## config.mk

```make
export PLATFORM = sky130hd
export DESIGN_NAME = crc_frame_deframer_checker_unit
export DESIGN_NICKNAME = d
export VERILOG_FILES = /design/src/rtl/cfdc_pkg.sv /design/src/rtl/cfdc_front.sv /design/src/rtl/cfdc_queue.sv /design/src/rtl/cfdc_back.sv /design/src/rtl/crc_frame_deframer_checker_unit.sv
export SDC_FILE = /design/constraint.sdc
export NUM_CORES = 1
export LEC_CHECK = 0
export BUFFER_PORTS_ARGS = -buffer_cell sky130_fd_sc_hd__buf_2
export CORE_ASPECT_RATIO = 0.6
export CORE_MARGIN = 2
export CORE_UTILIZATION = 58
export DETAILED_ROUTE_END_ITERATION = 16
export PLACE_DENSITY = 0.76
export RECOVER_POWER = 50
export SLEW_MARGIN = 30
export SYNTH_ARGS = -nofsm -noshare
export SYNTH_HDL_FRONTEND = slang
export SYNTH_SLANG_ARGS = --single-unit
```

## constraint.sdc

```tcl
create_clock -name i_clk -period 14.6 [get_ports i_clk]
set_input_delay 0.73 -clock i_clk [delete_from_list [all_inputs] [get_ports i_clk]]
set_output_delay 0.73 -clock i_clk [all_outputs]
set_load 0.02 [all_outputs]
```

## src/rtl/cfdc_pkg.sv

```systemverilog
package cfdc_pkg;

    localparam int unsigned MAX_PAYLOAD = 65535;

    localparam logic [16:0] HDR_LEN  = 17'd10;
    localparam logic [16:0] MAGIC_END = 17'd4;
    localparam logic [16:0] VER_POS  = 17'd4;
    localparam logic [16:0] TYPE_POS = 17'd5;
    localparam logic [16:0] POS_MAX  = 17'h1FFFF;
    localparam logic [33:0] CRC_LEN  = 34'd4;
    localparam logic [7:0]  TYPE_MIN = 8'd1;
    localparam logic [7:0]  TYPE_MAX = 8'd16;
    localparam logic [31:0] CRC_POLY = 32'hEDB88320;
    localparam logic [31:0] LEN_CAP  = 32'(MAX_PAYLOAD);

    localparam int unsigned Q_AW    = 2;
    localparam int unsigned Q_DEPTH = 1 << Q_AW;

    typedef enum logic [1:0] {
        CFG_MAGIC       = 2'd0,
        CFG_VERSION     = 2'd1,
        CFG_MAX_PAYLOAD = 2'd2
    } t_cfg_idx;

    typedef enum logic [2:0] {
        ST_OK      = 3'd0,
        ST_SHORT   = 3'd1,
        ST_MAGIC   = 3'd2,
        ST_VERSION = 3'd3,
        ST_TYPE    = 3'd4,
        ST_LONG    = 3'd5,
        ST_SIZE    = 3'd6,
        ST_CRC     = 3'd7
    } t_status;

    typedef enum logic {
        KIND_PAYLOAD = 1'b0,
        KIND_VERDICT = 1'b1
    } t_kind;

    typedef struct packed {
        t_kind       kind;
        logic [7:0]  out_byte;
        t_status     status;
        logic [4:0]  msg_type;
        logic [15:0] payload_len;
    } t_result;

    typedef struct packed {
        logic full;
        logic empty;
    } t_q_status;

    function automatic logic [31:0] crc_byte(input logic [31:0] c, input logic [7:0] b);
        logic [31:0] r;
        r = c ^ {24'd0, b};
        for (int i = 0; i < 8; i++) begin
            r = r[0] ? ((r >> 1) ^ CRC_POLY) : (r >> 1);
        end
        return r;
    endfunction

endpackage

```

## src/rtl/cfdc_front.sv

```systemverilog
module cfdc_front import cfdc_pkg::*; (
    input  logic        i_clk,
    input  logic        i_rst_n,
    input  logic        i_valid,
    input  logic [7:0]  i_data_byte,
    input  logic        i_last_byte,
    input  logic        i_cfg_we,
    input  logic [1:0]  i_cfg_idx,
    input  logic [31:0] i_cfg_data,
    input  t_q_status   i_q_status,
    output logic        o_stall,
    output logic        o_push,
    output t_result     o_item
);

    logic [31:0] r_cfg_magic;
    logic [7:0]  r_cfg_version;
    logic [15:0] r_cfg_max;

    logic [16:0] r_pos, n_pos;
    logic [31:0] r_magic, n_magic;
    logic [7:0]  r_ver, n_ver;
    logic [7:0]  r_type, n_type;
    logic [31:0] r_len, n_len;
    logic [31:0] r_crc, n_crc;
    logic [31:0] r_crcrx, n_crcrx;

    logic        w_accept;
    logic [32:0] w_end;
    logic        w_in_payload;
    logic        w_type_ok;
    t_status     w_status;

    assign o_stall  = i_q_status.full;
    assign w_accept = i_valid && !i_q_status.full;

    always_ff @(posedge i_clk) begin
        if (!i_rst_n) begin
            r_cfg_magic   <= 32'd0;
            r_cfg_version <= 8'd1;
            r_cfg_max     <= 16'hFFFF;
        end else if (i_cfg_we) begin
            case (i_cfg_idx)
                CFG_MAGIC:       r_cfg_magic   <= i_cfg_data;
                CFG_VERSION:     r_cfg_version <= i_cfg_data[7:0];
                CFG_MAX_PAYLOAD: r_cfg_max     <= i_cfg_data[15:0];
                default: ;
            endcase
        end
    end

    always_comb begin
        n_magic = r_magic;
        n_ver   = r_ver;
        n_type  = r_type;
        n_len   = r_len;
        if (r_pos < MAGIC_END) begin
            n_magic = {i_data_byte, r_magic[31:8]};
        end else if (r_pos == VER_POS) begin
            n_ver = i_data_byte;
        end else if (r_pos == TYPE_POS) begin
            n_type = i_data_byte;
        end else if (r_pos < HDR_LEN) begin
            n_len = {i_data_byte, r_len[31:8]};
        end
        n_crcrx = {i_data_byte, r_crcrx[31:8]};

        w_end        = 33'(HDR_LEN) + {1'b0, n_len};
        w_in_payload = (r_pos >= HDR_LEN) && (33'(r_pos) < w_end);

        n_crc = r_crc;
        if (r_pos >= MAGIC_END && (r_pos < HDR_LEN || w_in_payload)) begin
            n_crc = crc_byte(r_crc, i_data_byte);
        end
        n_pos = (r_pos < POS_MAX) ? r_pos + 17'd1 : r_pos;

        w_type_ok = (n_type >= TYPE_MIN) && (n_type <= TYPE_MAX);

        if (n_pos < HDR_LEN) begin
            w_status = ST_SHORT;
        end else if (n_magic != r_cfg_magic) begin
            w_status = ST_MAGIC;
        end else if (n_ver != r_cfg_version) begin
            w_status = ST_VERSION;
        end else if (!w_type_ok) begin
            w_status = ST_TYPE;
        end else if (n_len > {16'd0, r_cfg_max} || n_len > LEN_CAP) begin
            w_status = ST_LONG;
        end else if (34'(n_pos) != 34'(w_end) + CRC_LEN) begin
            w_status = ST_SIZE;
        end else if (~n_crc != n_crcrx) begin
            w_status = ST_CRC;
        end else begin
            w_status = ST_OK;
        end
    end

    always_comb begin
        o_push = w_accept && (i_last_byte || w_in_payload);
        if (i_last_byte) begin
            o_item.kind        = KIND_VERDICT;
            o_item.out_byte    = 8'd0;
            o_item.status      = w_status;
            o_item.msg_type    = w_type_ok ? n_type[4:0] : 5'd0;
            o_item.payload_len = (n_len > 32'h0000FFFF) ? 16'hFFFF : n_len[15:0];
        end else begin
            o_item.kind        = KIND_PAYLOAD;
            o_item.out_byte    = i_data_byte;
            o_item.status      = ST_OK;
            o_item.msg_type    = 5'd0;
            o_item.payload_len = 16'd0;
        end
    end

    always_ff @(posedge i_clk) begin
        if (!i_rst_n || (w_accept && i_last_byte)) begin
            r_pos   <= 17'd0;
            r_magic <= 32'd0;
            r_ver   <= 8'd0;
            r_type  <= 8'd0;
            r_len   <= 32'd0;
            r_crc   <= 32'hFFFFFFFF;
            r_crcrx <= 32'd0;
        end else if (w_accept) begin
            r_pos   <= n_pos;
            r_magic <= n_magic;
            r_ver   <= n_ver;
            r_type  <= n_type;
            r_len   <= n_len;
            r_crc   <= n_crc;
            r_crcrx <= n_crcrx;
        end
    end

endmodule

```

## src/rtl/cfdc_queue.sv

```systemverilog
module cfdc_queue import cfdc_pkg::*; (
    input  logic      i_clk,
    input  logic      i_rst_n,
    input  logic      i_push,
    input  t_result   i_item,
    input  logic      i_pop,
    output t_result   o_head,
    output t_q_status o_status
);

    t_result           r_mem [Q_DEPTH];
    logic [Q_AW-1:0]   r_wr_ptr;
    logic [Q_AW-1:0]   r_rd_ptr;
    logic [Q_AW:0]     r_count;

    assign o_head         = r_mem[r_rd_ptr];
    assign o_status.full  = (r_count == (Q_AW+1)'(Q_DEPTH));
    assign o_status.empty = (r_count == '0);

    always_ff @(posedge i_clk) begin
        if (i_push) begin
            r_mem[r_wr_ptr] <= i_item;
        end
    end

    always_ff @(posedge i_clk) begin
        if (!i_rst_n) begin
            r_wr_ptr <= '0;
            r_rd_ptr <= '0;
            r_count  <= '0;
        end else begin
            if (i_push) begin
                r_wr_ptr <= r_wr_ptr + 1'b1;
            end
            if (i_pop) begin
                r_rd_ptr <= r_rd_ptr + 1'b1;
            end
            case ({i_push, i_pop})
                2'b10:   r_count <= r_count + 1'b1;
                2'b01:   r_count <= r_count - 1'b1;
                default: r_count <= r_count;
            endcase
        end
    end

endmodule

```

## src/rtl/cfdc_back.sv

```systemverilog
module cfdc_back import cfdc_pkg::*; (
    input  logic        i_clk,
    input  logic        i_rst_n,
    input  t_q_status   i_q_status,
    input  t_result     i_head,
    input  logic        i_stall,
    output logic        o_pop,
    output logic        o_valid,
    output logic        o_kind,
    output logic [7:0]  o_out_byte,
    output logic [2:0]  o_status,
    output logic [4:0]  o_msg_type,
    output logic [15:0] o_payload_len
);

    logic    r_valid;
    t_result r_item;

    assign o_pop = !i_q_status.empty && (!r_valid || !i_stall);

    always_ff @(posedge i_clk) begin
        if (!i_rst_n) begin
            r_valid <= 1'b0;
        end else if (o_pop) begin
            r_valid <= 1'b1;
        end else if (!i_stall) begin
            r_valid <= 1'b0;
        end
    end

    always_ff @(posedge i_clk) begin
        if (o_pop) begin
            r_item <= i_head;
        end
    end

    assign o_valid       = r_valid;
    assign o_kind        = r_item.kind;
    assign o_out_byte    = r_item.out_byte;
    assign o_status      = r_item.status;
    assign o_msg_type    = r_item.msg_type;
    assign o_payload_len = r_item.payload_len;

endmodule

```

## src/rtl/crc_frame_deframer_checker_unit.sv

```systemverilog
// Frame deframer and checker: takes one received byte per cycle while o_stall is low, the
// final byte of a frame marked by i_last_byte, and returns each payload byte as an item of
// kind 0 and, on the final byte, one verdict item of kind 1 with the first failing check,
// the message type and the payload length from the header. Header fields and a byte-wide
// CRC-32 update are processed in the cycle a byte is accepted, so the block sustains one
// byte per clock unless stalled. A result enters a four-item queue when its byte is taken,
// then the output register when popped. The queue absorbs output stalls; o_stall = queue full.
module crc_frame_deframer_checker_unit import cfdc_pkg::*; (
    input  logic        i_clk,
    input  logic        i_rst_n,
    input  logic        i_valid,
    output logic        o_stall,
    input  logic [7:0]  i_data_byte,
    input  logic        i_last_byte,
    input  logic        i_cfg_we,
    input  logic [1:0]  i_cfg_idx,
    input  logic [31:0] i_cfg_data,
    output logic        o_valid,
    input  logic        i_stall,
    output logic        o_kind,
    output logic [7:0]  o_out_byte,
    output logic [2:0]  o_status,
    output logic [4:0]  o_msg_type,
    output logic [15:0] o_payload_len
);

    logic      w_push;
    logic      w_pop;
    t_result   w_item;
    t_result   w_head;
    t_q_status w_q_status;

    cfdc_front u_front (
        .i_clk       (i_clk),
        .i_rst_n     (i_rst_n),
        .i_valid     (i_valid),
        .i_data_byte (i_data_byte),
        .i_last_byte (i_last_byte),
        .i_cfg_we    (i_cfg_we),
        .i_cfg_idx   (i_cfg_idx),
        .i_cfg_data  (i_cfg_data),
        .i_q_status  (w_q_status),
        .o_stall     (o_stall),
        .o_push      (w_push),
        .o_item      (w_item)
    );

    cfdc_queue u_queue (
        .i_clk    (i_clk),
        .i_rst_n  (i_rst_n),
        .i_push   (w_push),
        .i_item   (w_item),
        .i_pop    (w_pop),
        .o_head   (w_head),
        .o_status (w_q_status)
    );

    cfdc_back u_back (
        .i_clk         (i_clk),
        .i_rst_n       (i_rst_n),
        .i_q_status    (w_q_status),
        .i_head        (w_head),
        .i_stall       (i_stall),
        .o_pop         (w_pop),
        .o_valid       (o_valid),
        .o_kind        (o_kind),
        .o_out_byte    (o_out_byte),
        .o_status      (o_status),
        .o_msg_type    (o_msg_type),
        .o_payload_len (o_payload_len)
    );

    a_payload_fields_clear: assert property (@(posedge i_clk) disable iff (!i_rst_n)
        (o_valid && o_kind == KIND_PAYLOAD) |->
            (o_status == ST_OK && o_msg_type == 5'd0 && o_payload_len == 16'd0))
        else $error("payload item carries verdict fields");

    a_verdict_byte_clear: assert property (@(posedge i_clk) disable iff (!i_rst_n)
        (o_valid && o_kind == KIND_VERDICT) |-> (o_out_byte == 8'd0))
        else $error("verdict item carries a data byte");

    a_ok_has_type: assert property (@(posedge i_clk) disable iff (!i_rst_n)
        (o_valid && o_kind == KIND_VERDICT && o_status == ST_OK) |->
            (o_msg_type >= 5'd1 && o_msg_type <= 5'd16))
        else $error("good frame verdict without a valid type");

    a_full_means_output_busy: assert property (@(posedge i_clk) disable iff (!i_rst_n)
        o_stall |-> o_valid)
        else $error("queue full while output register is empty");

endmodule

```

==> flow_summary_export.csv, run 1 <==
group,metric,value,unit
power,power_leakage,8.510,nW
synth,ys_types,90,
floorplan,die_x,250.5,um
drt,dr.pass1.iters,7,
cells_and_area,finish.utilization,63.60,%
synth,yosysSeqAreaShare,43.99,%
worst_setup_path,required,14.88,ns
floorplan,die_h,151.9,um
cells_and_area,regArea,9300,sq um
clocking,cts_htree_levels,2,
synth,dominantRegCellSynth,"dfxtp_1",
floorplan,core,36150,sq um
sta,finClkSkew,0.03387,ns
place,gp_congestion,1.019,
run,cap_violations,5,
synth,syn_inst,2215,
clocking,hold_buffers,0,
clocking,cts_tree,"done",
clocking,post_cts_buffers,0,
cells_and_area,area_growth_syn_to_layout,8.755,%
clocking,cts_made_buffers,37,
clocking,root_buffer,"clkbuf_16",
floorplan,dieArea,38040,sq um
worst_setup_path,start_kind,"flip-flop",
cells_and_area,multi_input_area,11110,sq um
place,portBuffers,82,
drt,routed_wl,63.90,mm
sta,maxSlewViolCount,268,
drt,avgViaCountPerCell,6.290,
synth,synthMuxAreaShare,9.003,%
clocking,clock_sinks,382,
sta,period_minus_slack,8.919,ns
clocking,cts_buffer_depth,3,
global_routing,grt-ovfl-total,0,
global_routing,antenna_found_initial,2,
cells_and_area,final_nets,2309,
cells_and_area,num-fill-cells,3014,
run_status,outcome,"finished with violations",
sta,hold_viol,0,
drt,wl_per_cell,23.47,um
worst_setup_path,worstPathArrival,9.20,ns
sta,tns,0,ns
worst_setup_path,critPathKind,"flip-flop to flip-flop",
global_routing,grt.total_usage,33.40,%
synth,yosysWarnings,0,
drt,drtIter0Drc,2058,
cells_and_area,n_antenna_cell,0,
sta,fmaxAchievable,112.1,MHz
global_routing,grt_pass1_wl,97.46,mm
global_routing,grt_pass1_vias,16030,
power,ir_worst_vdd,0.00009384,V
sta,rsz0062_at_grt,"false",
synth,syn_nets,2306,
cells_and_area,drive_above_1_share,9.835,%
clocking,clkSlewWorstSetupHoldPaths,0.07,ns
clocking,ctsResizeCount,0,
global_routing,grt_max_degree,93,
worst_setup_path,critPathMaxStageDelay,0.82,ns
run_status,violations,"max-capacitance violations, max-slew violations",
sta,slew_headroom,-202.5,%
floorplan,start_util,58.48,%
drt,drcViolationCount,0,
worst_setup_path,crit_path_top_delay_cell,"dfxtp_1",
worst_hold_path,holdCritPathClass,"input pin to flip-flop",
sta,setup_violations,0,
sta,tightest_slew,4.537,ns
synth,synth_edf_count,165,
drt,num_vias,17130,
synth,synth_area_per_cell,9.543,sq um
synth,synth-async-reset-ratio,0,%
synth,synth_top_family_by_area,"simple AND/OR/NAND/NOR gates",
synth,synth_xor_area_share,9.802,%
synth,synth-simple-area-share,19.37,%
synth,synth_compound_area_share,11.36,%
sta,period_share,61.09,%
power,power_density,130.7,nW/um^2
worst_setup_path,endpoint_kind,"flip-flop",
sta,hold_slack,0.4355,ns
power,p_total,0.003006,W
floorplan,io_pins,83,
clocking,clk_latency,0.56,ns
worst_setup_path,critPathMaxFanout,63,
place,hpwl,46.08,mm
synth,syn_area,21140,sq um
synth,synthAdderAreaFrac,2.581,%
synth,synth_seq_cells,382,
floorplan,rows,54,
drt,ant_nets,0,
## path summary, 6_finish.rpt
check,startpoint,end,slack [ns],cells after the start
worst max-delay path,u_front.r_pos[2],u_queue.r_mem[0][23],5.68,28
worst max register to register,u_front.r_pos[2],u_queue.r_mem[0][23],5.68,28
worst min register to register,u_front.r_type[6],u_front.r_type[6],0.45,2
worst min-delay path,i_cfg_data[23],u_front.r_cfg_magic[23],0.44,3
## layer usage
metal  vias to the layer above  track usage (%)  share of wire (%)
met5                         -           0.1242                  0
met4                         0            6.102                1.5
met3                        79            10.79                 12
met2                       838            44.93                 40
met1                      8299            52.24                 47
li1                       7913                -                  -
## cells by family after synthesis
kind of cell	Yosys count
fa+ha+maj	43
mux	147
simple gates	839
xor+xnor	235
compound gates	368
buf+inv	201
flops	382
## layout make-up
| class | count | share of cell area [%] |
|---|---|---|
| inverter | 56 | 0.9144 |
| clock inverter | 21 | 0.8436 |
| sequential | 382 | 40.46 |
| timing repair buffer | 109 | 2.395 |
| clock buffer | 47 | 4.463 |
| tap | 476 | 2.591 |
| multi-input combinational | 1632 | 48.34 |
## where the power goes
group          internal [W]  switching [W]  total [W]
registers           0.00126      0.0000601    0.00132
clock network      0.000555       0.000427   0.000982
logic              0.000230       0.000479   0.000708
total               0.00204       0.000966    0.00301
## metrics by stage
step,cells,cell area (sq um),setup slack (ns)
3_5_place_dp,2655,21820,5.976
3_3_place_gp,2655,21810,6.218
4_1_cts,2723,23040,5.947
5_1_grt,2723,22990,5.151
2_1_floorplan,2215,21140,7.458
6_report,2723,22990,5.681
## worst max-delay path: cells and delay by family, from the launching register on
| kind | cells | cell delay (ns) |
|---|---|---|
| simple gates | 11 | 3.02 |
| compound gates | 10 | 2.17 |
| buf+inv | 3 | 1.03 |
| flops | 1 | 0.82 |
| fa+ha+maj | 2 | 0.67 |
| xor+xnor | 1 | 0.49 |
| mux | 1 | 0.42 |
## synthesized netlist by cell type (44+ instances only)
cell,n,area share (%)
a21boi_0,53,1.9
a21oi_1,123,2.9
clkbuf_1,106,1.9
dfxtp_1,217,21
edfxtp_1,165,23
inv_1,56,0.99
mux2i_1,103,4.9
nand2_1,352,6.3
nand3_1,53,1.3
nand4_1,63,1.9
nor2_1,145,2.6
o21ai_0,44,1.0
xnor2_1,148,6.1
xor2_1,86,3.6
## cell usage in the layout (no fill, tap or decap), types with 26 or more instances in the layout
cell / n
xor2_1: 86
xnor2_1: 148
buf_2: 47
o21ai_0: 44
dfxtp_1: 216
a21oi_1: 122
nor4_1: 26
nand2_1: 351
a21boi_0: 53
mux4_2: 33
clkbuf_1: 46
edfxtp_1: 165
nor2_1: 142
nor3_1: 26
a211oi_1: 31
ha_1: 42
nand4_1: 63
inv_1: 56
and3_1: 26
mux2i_1: 102
nand3_1: 53
clkbuf_16: 39
## sequential cells by signal, indices dropped and copies added (netlist names), 5 cells and up
name                   cells
u_queue.r_mem            132
u_front.r_cfg_magic       32
u_front.r_crc             32
u_front.r_len             32
u_front.r_magic           32
u_front.r_crcrx           24
u_front.r_pos             17
u_back.o_payload_len      16
u_front.r_cfg_max         16
u_back.o_out_byte          8
u_front.r_cfg_version      8
u_front.r_type             8
u_front.r_ver              8
u_back.o_msg_type          5
(Power assumes the default switching activity.)
==> run 2, diff against run 1 <==
- ABC_AREA: not set -> 1
- PLACE_DENSITY: 0.76 -> 0.75
- clock period: 14.6 -> 9.33 ns (I/O delays scaled with it)
==> run 2 against run 1 <==
The flow still finishes with violations (max-capacitance violations, max-slew violations). Die area rose by 1.4%. Utilization rose by 0.60 points. Power rose by 130%. Critical path type unchanged. Routed wire length rose by 4.8%. Highest routed layer unchanged. Sequential power rose by 77%. Critical endpoint is now u_queue.r_mem[1][21]. Synthesized cell count rose by 28%. Area after synthesis rose by 1.4%. Clock skew fell by 0.0079 ns. First-iteration DRC count rose by 23%.
==> flow_summary_export.csv, run 2 <==
group,metric,value,unit
run_status,outcome,"finished with violations",
run_status,violations,"max-capacitance violations, max-slew violations",
sta,setup_violations,0,
worst_hold_path,holdCritPathClass,"input pin to flip-flop",
sta,hold_slack,0.1474,ns
global_routing,grt-ovfl-total,0,
worst_setup_path,critPathMaxFanout,39,
synth,synth_area_per_cell,7.560,sq um
synth,synth_xor_area_share,6.618,%
synth,netlist_top_cells_area,"edfxtp_1 23%, dfxtp_1 20%, nand2_1 9.9%",
worst_hold_path,holdPathStages,3,
floorplan,rows,54,
sta,period_share,80.85,%
power,power_density,293.6,nW/um^2
drt,drtIter0Drc,2539,
global_routing,grt_pass1_wl,102.8,mm
cells_and_area,final_cell_mix,"562 x nand2_1, 355 x nor2_1, 333 x inv_1",
floorplan,die_h,152.9,um
synth,synth_top_cell_by_area,"edfxtp_1",
worst_setup_path,endpoint_kind,"flip-flop",
clocking,ctsResizeCount,0,
floorplan,core,36350,sq um
clocking,cts_htree_levels,2,
floorplan,dieArea,38570,sq um
power,ir_worst_vdd,0.0002383,V
sta,slew_headroom,-204.0,%
cells_and_area,num-fill-cells,3220,
drt,wl_per_cell,19.92,um
global_routing,grt.total_usage,34.31,%
synth,synth_top_family_by_area,"simple AND/OR/NAND/NOR gates",
sta,period_minus_slack,7.544,ns
worst_setup_path,required,9.59,ns
cells_and_area,layout_commonest_cell,"nand2_1",
drt,dr.pass1.iters,7,
synth,ys_types,55,
synth,synth-async-reset-ratio,0,%
synth,dominantRegCellSynth,"dfxtp_1",
cells_and_area,final_nets,2952,
clocking,root_buffer,"clkbuf_16",
worst_setup_path,critPathMostFrequentCell,"nand2_1",
drt,routed_wl,66.97,mm
sta,hold_viol,0,
sta,tns,0,ns
sta,finClkSkew,0.02595,ns
place,portBuffers,82,
synth,synth_compound_area_share,13.42,%
drt,num_vias,19670,
clocking,hold_buffers,0,
worst_setup_path,r2r_cells,39,
clocking,cts_buffer_depth,3,
synth,synth.top_cells.by_count,"563 x nand2_1, 360 x nor2_1, 337 x inv_1",
sta,rsz0062_at_grt,"false",
cells_and_area,regMostFlops,"u_queue.r_mem",
synth,syn_inst,2836,
run,cap_violations,7,
synth,synthAdderAreaFrac,2.544,%
synth,synth_seq_cells,382,
cells_and_area,area_growth_syn_to_layout,8.829,%
worst_setup_path,crit_path_top_delay_cell,"nand2_4",
synth,yosysSeqAreaShare,43.37,%
global_routing,grt_max_degree,108,
synth,synth_edf_count,165,
clocking,clock_sinks,382,
synth,syn_area,21440,sq um
drt,ant_nets,0,
place,hpwl,48.02,mm
drt,drcViolationCount,0,
cells_and_area,drive_above_1_share,7.244,%
clocking,post_cts_buffers,0,
synth,synthMuxAreaShare,0.3268,%
floorplan,io_pins,83,
clocking,clk_latency,0.55,ns
synth,syn_nets,2927,
sta,maxSlewViolCount,357,
worst_setup_path,critPathKind,"flip-flop to flip-flop",
sta,tightest_slew,4.561,ns
cells_and_area,largest_reg_flops,132,
floorplan,die_x,252.2,um
global_routing,grt_pass1_vias,17970,
worst_setup_path,critPathMaxStageDelay,0.64,ns
synth,synth_top_cell_area_share,23.11,%
power,power_leakage,10.38,nW
clocking,cts_tree,"done",
worst_setup_path,worstPathArrival,7.81,ns
floorplan,start_util,58.98,%
place,gp_congestion,0.9755,
synth,synth-simple-area-share,25.08,%
clocking,cts_made_buffers,36,
worst_setup_path,start_kind,"flip-flop",
clocking,clkSlewWorstSetupHoldPaths,0.07,ns
synth,yosysWarnings,0,
synth,synth_most_common_cell,"nand2_1",
drt,avgViaCountPerCell,5.850,
global_routing,antenna_found_initial,1,
sta,fmaxAchievable,132.6,MHz
-- run 2: cell types whose count changed in the layout (fill, tap and decap cells not counted), sizes merged, moves of 29 or more --
cell	before	now
o22ai	7	36
nand2	353	586
xor2	86	126
nand3	54	133
nor2	146	386
a21boi	53	0
mux2i	105	7
o21ai	45	292
mux4	33	0
xnor2	148	36
inv	59	355
-- run 2: final timing paths --
kind                                        start  slack (ns)                      end
worst min-delay path               i_cfg_data[18]        0.15  u_front.r_cfg_magic[18]
worst max-delay path             u_front.r_pos[2]        1.79     u_queue.r_mem[1][21]
worst max register to register   u_front.r_pos[2]        1.79     u_queue.r_mem[1][21]
worst min register to register  u_front.r_crc[16]        0.47        u_front.r_crc[16]
-- run 2: routing by layer --
layer	track usage, %	share of wire [%]	routed length, um	vias to the layer above
li1	-	-	-	9345
met1	53.39	47	31560	9227
met2	46.78	39	26200	988
met5	0	0	0	-
met3	9.537	12	7859	107
met4	7.467	2.0	1354	0
-- run 2: area by class of cell --
| class | instances | area (sq um) | area share [%] |
|---|---|---|---|
| Sequential cell | 382 | 9300 | 39.86 |
| Clock buffer | 46 | 958.4 | 4.107 |
| Antenna cell | 1 | 2.502 | 0.01072 |
| Clock inverter | 16 | 170.2 | 0.7293 |
| Multi-Input combinational cell | 1983 | 10350 | 44.38 |
| Timing Repair Buffer | 103 | 613.1 | 2.627 |
| Inverter | 355 | 1339 | 5.738 |
| Tap cell | 476 | 595.6 | 2.552 |
-- run 2: critical path, delay by kind of cell, from the launching register on --
family          cells  cell delay, ns
simple gates       30            4.62
xor+xnor            1            0.57
flops               1            0.52
fa+ha+maj           2            0.53
compound gates      2            0.66
buf+inv             4            0.32
-- run 2: where the power goes --
| group | switching (W) | leakage, nW | total (W) | internal, W |
|---|---|---|---|---|
| clock | 0.000662 | 0.552 | 0.00145 | 0.000792 |
| combinational | 0.00217 | 6.50 | 0.00307 | 0.000898 |
| sequential | 0.000163 | 3.33 | 0.00233 | 0.00216 |
| total | 0.00300 | 10.4 | 0.00685 | 0.00385 |
-- run 2: stage by stage --
stage               setup WS (ns)  cells  area (sq um)  total power, W  utilization, %
floorplan                   3.909   2836         21440        0.004421               -
global placement            2.250   3293         22120        0.005216           60.84
detailed placement          2.044   3299         22270        0.005317           61.27
CTS                         1.984   3361         23400        0.006777           64.37
global route                1.186   3361         23330        0.007235           64.18
finish                      1.786   3362         23330        0.006851           64.19
-- run 2: kinds of logic (layout without fill, tap and decap cells) --
logic type	after synthesis	in the layout
compound gates	528	528
flops	382	382
xor+xnor	162	162
other cells	0	1
simple gates	1243	1243
fa+ha+maj	43	43
mux	7	7
buf+inv	471	520
